[config.mk]
export PLATFORM = sky130hd
export DESIGN_NAME = png_chunk_stream_parser_top
export DESIGN_NICKNAME = d
export VERILOG_FILES = /design/src/hdl/pcsp_pkg.sv /design/src/hdl/png_chunk_stream_parser_top.sv /design/src/hdl/pcsp_front.sv /design/src/hdl/pcsp_fifo.sv /design/src/hdl/pcsp_back.sv
export SDC_FILE = /design/constraint.sdc
export NUM_CORES = 1
export LEC_CHECK = 0
export BUFFER_PORTS_ARGS = -buffer_cell sky130_fd_sc_hd__buf_4
export CAP_MARGIN = 10
export CORE_MARGIN = 10
export CORE_UTILIZATION = 45
export CTS_BUF_LIST = sky130_fd_sc_hd__clkbuf_8
export DETAILED_ROUTE_END_ITERATION = 16
export SLEW_MARGIN = 25
export SYNTH_ARGS = -nofsm -noshare
export SYNTH_HDL_FRONTEND = slang
export SYNTH_SLANG_ARGS = --single-unit
[constraint.sdc]
create_clock -name clk -period 28.5 [get_ports clk]
set_input_delay 2.85 -clock clk [delete_from_list [all_inputs] [get_ports clk]]
set_output_delay 2.85 -clock clk [all_outputs]
set_load 0.01 [all_outputs]
[src/hdl/pcsp_pkg.sv]
package pcsp_pkg;

	// Parser phases of the front end.
	typedef enum logic [2:0] {
		PH_SIG,
		PH_LEN,
		PH_TYPE,
		PH_DATA,
		PH_CRC,
		PH_HALT
	} phase_t;

	// Classified byte operations handed from the front end to the back end.
	typedef enum logic [2:0] {
		OP_BAD_SIG,
		OP_EXTENT,
		OP_TYPE,
		OP_DATA,
		OP_CRC
	} op_t;

	// Result kinds on the output stream.
	typedef enum logic [1:0] {
		KIND_DATA   = 2'd0,
		KIND_RECORD = 2'd1,
		KIND_BADSIG = 2'd2,
		KIND_EXTENT = 2'd3
	} kind_t;

	localparam logic [31:0] CRC_POLY   = 32'hEDB88320;
	localparam logic [31:0] CRC_PRESET = 32'hFFFFFFFF;
	localparam logic [33:0] CHUNK_OVERHEAD = 34'd12;
	localparam logic [2:0]  SIG_LAST = 3'd7;
	localparam logic [1:0]  FIELD_LAST = 2'd3;
	localparam int unsigned TDATA_OUT_W = 144;

	// One token in the queue between front and back.
	typedef struct packed {
		op_t         op;
		logic [7:0]  byte_val;
		logic        first;   // first type byte: restart the CRC
		logic        last;    // last stored CRC byte: emit the record
		logic [31:0] length;
		logic [31:0] offset;
	} token_t;

	// One result item.
	typedef struct packed {
		kind_t       kind;
		logic [7:0]  data_byte;
		logic [31:0] chunk_length;
		logic [31:0] chunk_type;
		logic [31:0] chunk_offset;
		logic [31:0] stored_crc;
		logic        crc_ok;
		logic        critical;
		logic        public_flag;
		logic        reserved_flag;
		logic        copy_safe;
	} result_t;

	// Expected byte of the eight-byte file signature.
	function automatic logic [7:0] sig_byte(input logic [2:0] idx);
		logic [7:0] v;
		unique case (idx)
			3'd0: v = 8'h89;
			3'd1: v = 8'h50;
			3'd2: v = 8'h4e;
			3'd3: v = 8'h47;
			3'd4: v = 8'h0d;
			3'd5: v = 8'h0a;
			3'd6: v = 8'h1a;
			default: v = 8'h0a;
		endcase
		return v;
	endfunction

	// Reflected CRC-32, one byte per call.
	function automatic logic [31:0] crc_byte(input logic [31:0] crc_in, input logic [7:0] b);
		logic [31:0] c;
		c = crc_in ^ {24'd0, b};
		for (int i = 0; i < 8; i++) begin
			c = c[0] ? ((c >> 1) ^ CRC_POLY) : (c >> 1);
		end
		return c;
	endfunction

endpackage

[src/hdl/png_chunk_stream_parser_top.sv]
// Channel   Direction  Handshake             Payload
// s_        in         s_tvalid / s_tready   tdata: byte_value; tuser: file_start
// m_        out        m_tvalid / m_tready   tdata: record fields; tuser: kind
// cfg_      in         cfg_we (no stall)     cfg_wdata: file_size
//
// One input item is taken per clock while the token queue has room; the front
// parser classifies every byte in the cycle it arrives, so the rate is one item
// per cycle, set by the single byte-wide CRC-32 update in the back end.
// A result is loaded into the output register at the edge that pops its token,
// after that token has been written into the token queue.
// Output stalls fill the queue (FIFO_DEPTH tokens); only then does s_tready fall.
// Reset is asynchronous and active low; it clears parser state, queue pointers and output valid.
module png_chunk_stream_parser_top #(
	parameter int unsigned FIFO_DEPTH = 4
) (
	input  logic         clk,
	input  logic         arst_n,
	input  logic         s_tvalid,
	output logic         s_tready,
	input  logic [7:0]   s_tdata,   // [7:0] byte_value
	input  logic         s_tuser,   // [0] file_start
	output logic         m_tvalid,
	input  logic         m_tready,
	// [7:0] data_byte, [39:8] chunk_length, [71:40] chunk_type,
	// [103:72] chunk_offset, [135:104] stored_crc, [136] crc_ok,
	// [137] critical, [138] public_flag, [139] reserved_flag,
	// [140] copy_safe, [143:141] zero
	output logic [pcsp_pkg::TDATA_OUT_W-1:0] m_tdata,
	output logic [1:0]   m_tuser,   // [1:0] kind
	input  logic         cfg_we,
	input  logic [31:0]  cfg_wdata
);

	// The file size register bounds every chunk's extent. The user must write it only while
	// the block is idle (the block does not enforce this), so the front parser may read it directly.
	logic [31:0] file_size_q;

	always_ff @(posedge clk or negedge arst_n) begin
		if (!arst_n) begin
			file_size_q <= '0;
		end else if (cfg_we) begin
			file_size_q <= cfg_wdata;
		end
	end

	logic              accept;
	logic              push;
	logic              pop;
	logic              full;
	logic              empty;
	pcsp_pkg::token_t  wr_token;
	pcsp_pkg::token_t  rd_token;
	pcsp_pkg::result_t result;

	// The front side only waits on queue space, never on the output.
	assign s_tready = !full;
	assign accept   = s_tvalid && s_tready;

	pcsp_front u_front (
		.clk        (clk),
		.arst_n     (arst_n),
		.accept     (accept),
		.byte_value (s_tdata),
		.file_start (s_tuser),
		.file_size  (file_size_q),
		.push       (push),
		.token      (wr_token)
	);

	// Pushes are qualified by the accept so idle cycles leave no token.
	pcsp_fifo #(
		.DEPTH (FIFO_DEPTH)
	) u_fifo (
		.clk     (clk),
		.arst_n  (arst_n),
		.push    (push && accept),
		.wr_data (wr_token),
		.pop     (pop),
		.rd_data (rd_token),
		.full    (full),
		.empty   (empty)
	);

	pcsp_back u_back (
		.clk       (clk),
		.arst_n    (arst_n),
		.empty     (empty),
		.token     (rd_token),
		.pop       (pop),
		.out_valid (m_tvalid),
		.out_ready (m_tready),
		.result    (result)
	);

	// Pack the result item onto the stream bus, lowest field first.
	assign m_tuser = result.kind;
	assign m_tdata = {3'b000,
		result.copy_safe, result.reserved_flag, result.public_flag,
		result.critical, result.crc_ok,
		result.stored_crc, result.chunk_offset, result.chunk_type,
		result.chunk_length, result.data_byte};

endmodule

[src/hdl/pcsp_front.sv]
module pcsp_front (
	input  logic                 clk,
	input  logic                 arst_n,
	input  logic                 accept,
	input  logic [7:0]           byte_value,
	input  logic                 file_start,
	input  logic [31:0]          file_size,
	output logic                 push,
	output pcsp_pkg::token_t     token
);

	pcsp_pkg::phase_t phase_q, phase_d;
	logic [2:0]  fcount_q, fcount_d;
	logic [31:0] position_q, position_d;
	logic [31:0] length_q, length_d;
	logic [31:0] remaining_q, remaining_d;
	logic [31:0] offset_q, offset_d;

	always_ff @(posedge clk or negedge arst_n) begin
		if (!arst_n) begin
			phase_q     <= pcsp_pkg::PH_SIG;
			fcount_q    <= '0;
			position_q  <= '0;
			length_q    <= '0;
			remaining_q <= '0;
			offset_q    <= '0;
		end else if (accept) begin
			phase_q     <= phase_d;
			fcount_q    <= fcount_d;
			position_q  <= position_d;
			length_q    <= length_d;
			remaining_q <= remaining_d;
			offset_q    <= offset_d;
		end
	end

	always_comb begin
		pcsp_pkg::phase_t ph;
		logic [2:0]  fc;
		logic [31:0] pos;
		logic [31:0] len_n;
		logic [33:0] extent;

		// A file start byte restarts parsing before it is classified.
		ph          = file_start ? pcsp_pkg::PH_SIG : phase_q;
		fc          = file_start ? 3'd0 : fcount_q;
		pos         = file_start ? 32'd0 : position_q;
		phase_d     = ph;
		fcount_d    = fc;
		position_d  = pos + 32'd1;
		length_d    = file_start ? 32'd0 : length_q;
		remaining_d = file_start ? 32'd0 : remaining_q;
		offset_d    = file_start ? 32'd0 : offset_q;
		len_n       = {length_d[23:0], byte_value};
		extent      = {2'b00, offset_d} + {2'b00, len_n} + pcsp_pkg::CHUNK_OVERHEAD;

		push           = 1'b0;
		token.op       = pcsp_pkg::OP_DATA;
		token.byte_val = byte_value;
		token.first    = 1'b0;
		token.last     = 1'b0;
		token.length   = length_d;
		token.offset   = offset_d;

		unique case (ph)
			pcsp_pkg::PH_SIG: begin
				if (byte_value != pcsp_pkg::sig_byte(fc)) begin
					push     = 1'b1;
					token.op = pcsp_pkg::OP_BAD_SIG;
					phase_d  = pcsp_pkg::PH_HALT;
				end else if (fc == pcsp_pkg::SIG_LAST) begin
					fcount_d = '0;
					phase_d  = pcsp_pkg::PH_LEN;
					offset_d = pos + 32'd1;
					length_d = '0;
				end else begin
					fcount_d = fc + 3'd1;
				end
			end
			pcsp_pkg::PH_LEN: begin
				length_d = len_n;
				if (fc[1:0] == pcsp_pkg::FIELD_LAST) begin
					fcount_d = '0;
					if (extent > {2'b00, file_size}) begin
						push         = 1'b1;
						token.op     = pcsp_pkg::OP_EXTENT;
						token.length = len_n;
						phase_d      = pcsp_pkg::PH_HALT;
					end else begin
						phase_d = pcsp_pkg::PH_TYPE;
					end
				end else begin
					fcount_d = fc + 3'd1;
				end
			end
			pcsp_pkg::PH_TYPE: begin
				push        = 1'b1;
				token.op    = pcsp_pkg::OP_TYPE;
				token.first = (fc == 3'd0);
				if (fc[1:0] == pcsp_pkg::FIELD_LAST) begin
					fcount_d = '0;
					if (length_d == 32'd0) begin
						phase_d = pcsp_pkg::PH_CRC;
					end else begin
						remaining_d = length_d;
						phase_d     = pcsp_pkg::PH_DATA;
					end
				end else begin
					fcount_d = fc + 3'd1;
				end
			end
			pcsp_pkg::PH_DATA: begin
				push        = 1'b1;
				token.op    = pcsp_pkg::OP_DATA;
				remaining_d = remaining_d - 32'd1;
				if (remaining_d == 32'd0) begin
					phase_d = pcsp_pkg::PH_CRC;
				end
			end
			pcsp_pkg::PH_CRC: begin
				push     = 1'b1;
				token.op = pcsp_pkg::OP_CRC;
				if (fc[1:0] == pcsp_pkg::FIELD_LAST) begin
					token.last = 1'b1;
					fcount_d   = '0;
					phase_d    = pcsp_pkg::PH_LEN;
					offset_d   = pos + 32'd1;
					length_d   = '0;
				end else begin
					fcount_d = fc + 3'd1;
				end
			end
			pcsp_pkg::PH_HALT: begin
				// Bytes are dropped until the next file start.
				position_d = position_q;
			end
			default: begin
				phase_d = pcsp_pkg::PH_HALT;
			end
		endcase
	end

endmodule

[src/hdl/pcsp_fifo.sv]
module pcsp_fifo #(
	parameter int unsigned DEPTH = 4
) (
	input  logic             clk,
	input  logic             arst_n,
	input  logic             push,
	input  pcsp_pkg::token_t wr_data,
	input  logic             pop,
	output pcsp_pkg::token_t rd_data,
	output logic             full,
	output logic             empty
);

	localparam int unsigned AW = (DEPTH > 1) ? $clog2(DEPTH) : 1;
	localparam int unsigned CW = $clog2(DEPTH + 1);

	pcsp_pkg::token_t mem [DEPTH];
	logic [AW-1:0] wr_ptr_q, rd_ptr_q;
	logic [CW-1:0] count_q;

	assign full    = (count_q == CW'(DEPTH));
	assign empty   = (count_q == '0);
	assign rd_data = mem[rd_ptr_q];

	always_ff @(posedge clk) begin
		if (push) begin
			mem[wr_ptr_q] <= wr_data;
		end
	end

	always_ff @(posedge clk or negedge arst_n) begin
		if (!arst_n) begin
			wr_ptr_q <= '0;
			rd_ptr_q <= '0;
			count_q  <= '0;
		end else begin
			if (push) begin
				wr_ptr_q <= (wr_ptr_q == AW'(DEPTH - 1)) ? '0 : wr_ptr_q + AW'(1);
			end
			if (pop) begin
				rd_ptr_q <= (rd_ptr_q == AW'(DEPTH - 1)) ? '0 : rd_ptr_q + AW'(1);
			end
			if (push && !pop) begin
				count_q <= count_q + CW'(1);
			end else if (pop && !push) begin
				count_q <= count_q - CW'(1);
			end
		end
	end

`ifndef ASSERT_OFF
	a_no_overflow: assert property (@(posedge clk) disable iff (!arst_n)
		full |-> !push)
		else $error("token queue written while full");
	a_no_underflow: assert property (@(posedge clk) disable iff (!arst_n)
		empty |-> !pop)
		else $error("token queue read while empty");
	a_count_tracks: assert property (@(posedge clk) disable iff (!arst_n)
		(push && !pop) |=> (count_q == $past(count_q) + CW'(1)))
		else $error("token queue count lost a write");
`endif

endmodule

[src/hdl/pcsp_back.sv]
module pcsp_back (
	input  logic              clk,
	input  logic              arst_n,
	input  logic              empty,
	input  pcsp_pkg::token_t  token,
	output logic              pop,
	output logic              out_valid,
	input  logic              out_ready,
	output pcsp_pkg::result_t result
);

	logic              out_valid_q;
	pcsp_pkg::result_t result_q;
	logic [31:0]       type_q;
	logic [31:0]       crc_q;
	logic [31:0]       crc_read_q;

	logic              emit;
	pcsp_pkg::result_t res_d;
	logic [31:0]       type_d, crc_d, crc_read_d;

	assign pop       = !empty && (!out_valid_q || out_ready);
	assign out_valid = out_valid_q;
	assign result    = result_q;

	always_comb begin
		logic [31:0] crc_base;
		crc_base   = token.first ? pcsp_pkg::CRC_PRESET : crc_q;
		type_d     = type_q;
		crc_d      = crc_q;
		crc_read_d = crc_read_q;
		emit       = 1'b0;
		res_d      = '0;
		unique case (token.op)
			pcsp_pkg::OP_BAD_SIG: begin
				emit       = 1'b1;
				res_d.kind = pcsp_pkg::KIND_BADSIG;
			end
			pcsp_pkg::OP_EXTENT: begin
				emit               = 1'b1;
				res_d.kind         = pcsp_pkg::KIND_EXTENT;
				res_d.chunk_length = token.length;
				res_d.chunk_offset = token.offset;
			end
			pcsp_pkg::OP_TYPE: begin
				type_d = {type_q[23:0], token.byte_val};
				crc_d  = pcsp_pkg::crc_byte(crc_base, token.byte_val);
			end
			pcsp_pkg::OP_DATA: begin
				emit            = 1'b1;
				res_d.kind      = pcsp_pkg::KIND_DATA;
				res_d.data_byte = token.byte_val;
				crc_d           = pcsp_pkg::crc_byte(crc_q, token.byte_val);
			end
			pcsp_pkg::OP_CRC: begin
				crc_read_d = {crc_read_q[23:0], token.byte_val};
				if (token.last) begin
					emit                = 1'b1;
					res_d.kind          = pcsp_pkg::KIND_RECORD;
					res_d.chunk_length  = token.length;
					res_d.chunk_type    = type_q;
					res_d.chunk_offset  = token.offset;
					res_d.stored_crc    = crc_read_d;
					res_d.crc_ok        = (~crc_q == crc_read_d);
					res_d.critical      = !type_q[29];
					res_d.public_flag   = !type_q[21];
					res_d.reserved_flag = !type_q[13];
					res_d.copy_safe     = type_q[5];
				end
			end
			default: begin
				emit = 1'b0;
			end
		endcase
	end

	always_ff @(posedge clk) begin
		if (pop) begin
			type_q     <= type_d;
			crc_q      <= crc_d;
			crc_read_q <= crc_read_d;
			if (emit) begin
				result_q <= res_d;
			end
		end
	end

	always_ff @(posedge clk or negedge arst_n) begin
		if (!arst_n) begin
			out_valid_q <= 1'b0;
		end else if (pop) begin
			out_valid_q <= emit;
		end else if (out_ready) begin
			out_valid_q <= 1'b0;
		end
	end

endmodule

[After elaboration in Yosys (flattened, before gate mapping)]
Memory sizes are Yosys's and may differ from the RTL's.
Index checks and enable logic that the tools add are counted.
Storage, ports and cells
  register bits: 405
  bits in latches: 0
  RAM bits: 308
  bits in read-only memories: 0
  bits of input ports: 46
  output and inout port bits: 148
  memories: 1
Memory list
  u_fifo.mem: depth 4, width 77, rd ports 1, clocked after Yosys merged registers in 0, wr ports 1, line pcsp_fifo.sv:17  | pcsp_pkg::token_t mem [DEPTH];
Cells by class
  add/sub/neg operators: 9
  $mul: 0
  divide/modulo/power cells: 0
  $lt $le $gt $ge: 1
  eq/ne operators: 21
  shift-type cells: 0
  mux-type cells: 79
  bitwise gates (word level): 20
  reduce and logical (&&, ||, !) cells: 32
Operator list (count)
  $mux 32: 32
  $pmux 32 s2: 5
  $not 13->14: 16
  $mux 133: 1
  $pmux 32 s3: 1
  $logic_not 32->1: 2
  $xor 32x8->32: 2
  $mux 3: 16
  $pmux 8 s6: 1
  $add 34x4->34 const B: 1
  $gt 34x32->1: 1
  $add 32x32->33: 1
  $add 32x1->32 const B: 1
  $eq 32x32->1: 1
  $not 32->32: 1
  $sub 32x1->32 const B: 1
  $eq 3x3->1 const B: 7
  $eq 3x2->1 const B: 6
  $pmux 3 s6: 1
  $logic_not 3->1: 4
  $mux 1: 12
  $pmux 3 s4: 1
  $reduce_and 2->1: 6
  $eq 3x1->1 const B: 3
  other kinds (17): 39

[Logic depth before layout (Yosys ltp)]
An unclocked memory read counts as a cell.
  depth in word-level cells: 20
  depth in mapped cells: 45
  depth with buffers taken out: 33

[Hierarchy]
Synthesis repeated with hierarchy kept, for this count alone.
Unflattened totals
  cell total of the unflattened synthesis: 2764
  area, all modules: 35661.7 µm²
Modules (own cells, without submodules)
  pcsp_front: instances 1, cells each 1509, area each 12104.1 µm², sequential area each 3353.2 µm²
  pcsp_fifo: instances 1, cells each 440, area each 11529.8 µm², sequential area each 9424.0 µm²
  pcsp_back: instances 1, cells each 740, area each 10637.7 µm², sequential area each 6931.6 µm²
  png_chunk_stream_parser_top: instances 1, cells each 75, area each 1390.1 µm², sequential area each 800.8 µm²

[Least setup slack after synthesis]
OpenSTA, ideal clock, no wires.
  path kind: in2reg
  start: input port s_tuser
  end: memory u_fifo.mem[0][0] (netlist bit), enable pin
  library setup time: 0.623 ns
  arrival: 16.440 ns
  data required time: 27.877 ns
  path slack: 11.437 ns
  stages: 37
  buffers on the path: 13
  cells stage by stage: buf_2 > buf_2 > buf_4 > buf_4 > clkbuf_1 > clkbuf_1 > clkbuf_1 > clkbuf_1 > clkbuf_1 > clkbuf_1 > clkbuf_1 > clkbuf_1 > nor2b_1 > ha_1 > ha_1 > a21boi_0 > nor4_1 > o22ai_2 > o21ai_0 > xnor2_1 > nor4b_1 > nand4_1 > or2_2 > clkbuf_1 > nor4_1 > and3_1 > xor2_1 > ha_1 > and4_1 > nand4_1 > nor4_1 > a211oi_1 > a211o_1 > a21oi_1 > nor4b_4 > nor2b_1 > nor3b_1
RTL lines
  from (decl): line png_chunk_stream_parser_top.sv:21  | input logic s_tuser,
  to (decl): line pcsp_fifo.sv:17

==> impl_results.md <==
* Warnings from Yosys at 0
* R2R cell count at 27
* EDFF count, synth at approximately 540
* Die X at around 300 um
* P_leak at 15.4 nW
* P&R area growth vs syn at 13.7%
* Placed cell count at around 4,100
* Wire per inst at 23.1 um
* Total negative setup slack at 0 ns
* Largest net degree at the start of global routing at 83
* Number of library cell types mapped by synthesis at 89
* Pins over their slew limit at 0
* WP data required at 28.86 ns
* Die height at between 300 and 400 um
* Post-route minimum period at about 12 ns
* Worst-path clk slew at 0.06 ns
* RSZ-0062 raised after global routing: no
* Count leader, synth: edfxtp_1
* Post-synthesis mux area share at 0.0652
* Crit path from: s_tuser
* Sequential element share of the synthesized area at 0.570
* Synth top area cells: edfxtp_1 (45%), dfrtp_1 (12%), mux4_2 (4.8%)
* Starting density of the core at 0.455
* Pre-antenna DRT Iters at 5
* Async set or reset register ratio after synthesis at 0.244
* DR vias at about 25,000
* CP most frequent cell: buf_4
* Post-cts resize count at 0
* Worst Max-Slew Pin Slew at 1.08 ns
* Postcts setup bufs at 0
* Drt initial violations at 2,233
* Gpl congestion at 0.931
* Critical R2R Launch: u_front.length_q[0]$_DFFE_PN0P_
* Clk buf depth at 3
* Post-Syn Area at between 30,000 and 40,000 sq um
* Worst min path class: reg -> reg
* F_max at 85.7 MHz
* Post-route DRC at 0
* Synthesized area per cell at 12.0 sq um
* # nets final at 3,282
* Htree depth at 3
* Synth top cells by count: edfxtp_1 (538), nand2_1 (222), nor2_1 (211)
* Ports at 194
* Critical path destination: u_fifo.mem[2][7]$_DFFE_PP_
* Adder-Cell Fraction of Synth Area at 0.0273
* Crit share post-route at 0.409
* Initial antenna violation count at 2
* Final Non-Filler Cells at between 4,000 and 5,000
* Row count at a little over 100
* Synth Area in Compound Gates at 0.112
* Synth Area in XOR/XNOR at 0.0642
* Die area at 91,700 sq um
* Layout cells sized above 1 at 0.164
* Detailed Route WL at 99,600 um
* First-pass GRT wire length at 151,000 um
* Clock sink count at just over 700
* Cts hold-fix bufs at 0
* Largest family of logic cells by synthesized area: simple AND/OR/NAND/NOR gates
* Hpwl dp at around 70,000 um
* Slew Limit Headroom at 0.275
* Slowest-stage cell, CP: buf_4
* Grt ovf at 0
* Simple logic cell fraction of the synthesized area at 0.131
* Synth area leader: edfxtp_1
* VDD IR-drop max at 0.0000969 V
* Total GRT Usage at 0.213
* Final hold violation count at 0
* Root Buffer: clkbuf_8
* CP Launch Type: primary input
* Flops & latches, synth at 712
* Max incr delay on CP at 0.76 ns
* Crit Path Category: in -> reg
* Vias in the first global route at roughly 25,000
* Post-Synthesis Cells at 2,994
* CP Max Fanout at slightly above 80
* R2R Path End: u_fifo.mem[2][7]$_DFFE_PP_
* TritonCTS clock tree: done
* Max_cap viols at 0
* Vias/cell at 5.83
* Status: finished clean
* Synth top area share at 0.449
* Flop2flop setup slack at 19.42 ns
* TritonCTS buffer count at around 120
* Top FF cell, synth: edfxtp_1
* Clk_skew at 0.0498 ns
* Arrival @ worst endpoint at about 12 ns
* Final setup viols at 0
* Port Buffers at 190
* Worst skew pair latency at 0.78 ns
* Core area at 79,100 sq um
* Power Density at 121 nW/um^2
* Detail Route Antenna Nets at 0
* Worst setup EP type: flop
## critical path: cells and delay by family
family	cells	cell delay [ns]
AO/OA/AOI/OAI	6	1.51
XOR/XNOR	2	0.43
adder cells (fa/ha/maj)	3	0.82
buffers and inverters	5	2.83
AND/OR/NAND/NOR	13	3.44
## through the flow
stage / hold slack, ns / setup slack [ns] / power [mW] / instance area, sq um / utilization
final: 0.428 / 16.83 / 4.93 / 40900 / 0.517
after global routing: 0.436 / 16.19 / 5.25 / 40900 / 0.517
after CTS: 0.420 / 16.98 / 4.97 / 40900 / 0.517
after detailed placement: 0.423 / 16.18 / 4.02 / 38400 / 0.485
after global placement: 0.421 / 16.41 / 3.98 / 38400 / 0.485
after floorplan: 0.417 / 11.44 / 3.37 / 36000 / -
## cell type report
| type | instances | area [sq um] |
|---|---|---|
| Fill cell | 6802 | 38200 |
| Sequential cell | 712 | 20500 |
| Multi-Input combinational cell | 2013 | 14500 |
| Clock buffer | 134 | 1840 |
| Timing Repair Buffer | 231 | 1740 |
| Tap cell | 1050 | 1310 |
| Clock inverter | 90 | 656 |
| Inverter | 82 | 308 |
| Antenna cell | 1 | 2.50 |
## routing by layer
layer  part of all wire  track usage  up-vias
met4              0.027       0.0685        2
met1               0.44        0.293    12513
met5            0.00013            0        -
li1                   -            -    11523
met3              0.064       0.0341      184
met2               0.47        0.343      903
## worst min path at each step
stage,slack [ns],to,start,cells past startpoint
2_1_floorplan,0.42,u_back.type_q[10]$_DFFE_PP_,u_back.type_q[2]$_DFFE_PP_,0
5_1_grt,0.44,u_back.type_q[8]$_DFFE_PP_,u_back.type_q[0]$_DFFE_PP_,0
4_1_cts,0.42,u_back.type_q[8]$_DFFE_PP_,u_back.type_q[0]$_DFFE_PP_,0
6_report,0.43,u_back.type_q[22]$_DFFE_PP_,u_back.type_q[14]$_DFFE_PP_,0
3_5_place_dp,0.42,u_back.type_q[12]$_DFFE_PP_,u_back.type_q[4]$_DFFE_PP_,0
3_3_place_gp,0.42,u_back.type_q[20]$_DFFE_PP_,u_back.type_q[12]$_DFFE_PP_,0
## cell usage in the layout, fill, tap and decap left out, types with 16 or more instances in the layout
cell type  Yosys  final
a2111oi_0     16     16
a21o_1        30     30
a21oi_1      120    118
a221oi_1      31     30
a22o_1        35     35
a22oi_1       23     23
and2_1        17     16
and3_1        81     81
buf_4         10    229
clkbuf_8       0    134
clkinv_1       1     27
clkinv_2       0     16
dfrtp_1      174    172
edfxtp_1     538    538
ha_1          77     77
inv_1         81    114
mux2i_1       31     31
mux4_2        77     77
nand2_1      222    221
nand3_1       39     38
nand4_1       31     31
nor2_1       211    206
nor2b_1      134    133
nor3_1        58     57
nor4_1        33     32
o21ai_0      186    185
o22ai_1       26     26
xnor2_1      189    189
xor2_1        71     71
## report_power, final
| group | switching (mW) | internal, mW |
|---|---|---|
| clock network | 0.431 | 0.501 |
| registers | 0.198 | 1.53 |
| logic | 1.32 | 0.952 |
| total | 1.95 | 2.99 |
## registers in the layout, indices dropped and copies added (netlist names)
register             flops
file_size_q             32
u_back.crc_q            32
u_back.crc_read_q       24
u_back.out_valid         1
u_back.result          142
u_back.type_q           32
u_fifo.count_q           3
u_fifo.mem             308
u_fifo.rd_ptr_q          2
u_fifo.wr_ptr_q          2
u_front.fcount_q         3
u_front.length_q        32
u_front.offset_q        32
u_front.phase_q          3
u_front.position_q      32
u_front.remaining_q     32
## cell families (layout without fill, tap and decap cells)
group,count (synthesis),in the layout
buffers and inverters,271,537
AO/OA/AOI/OAI,616,616
flip-flops,712,712
multiplexers,135,135
XOR/XNOR,262,262
AND/OR/NAND/NOR,919,919
adder cells (fa/ha/maj),78,78
other,1,4
Power figures use the tool's default switching activity.
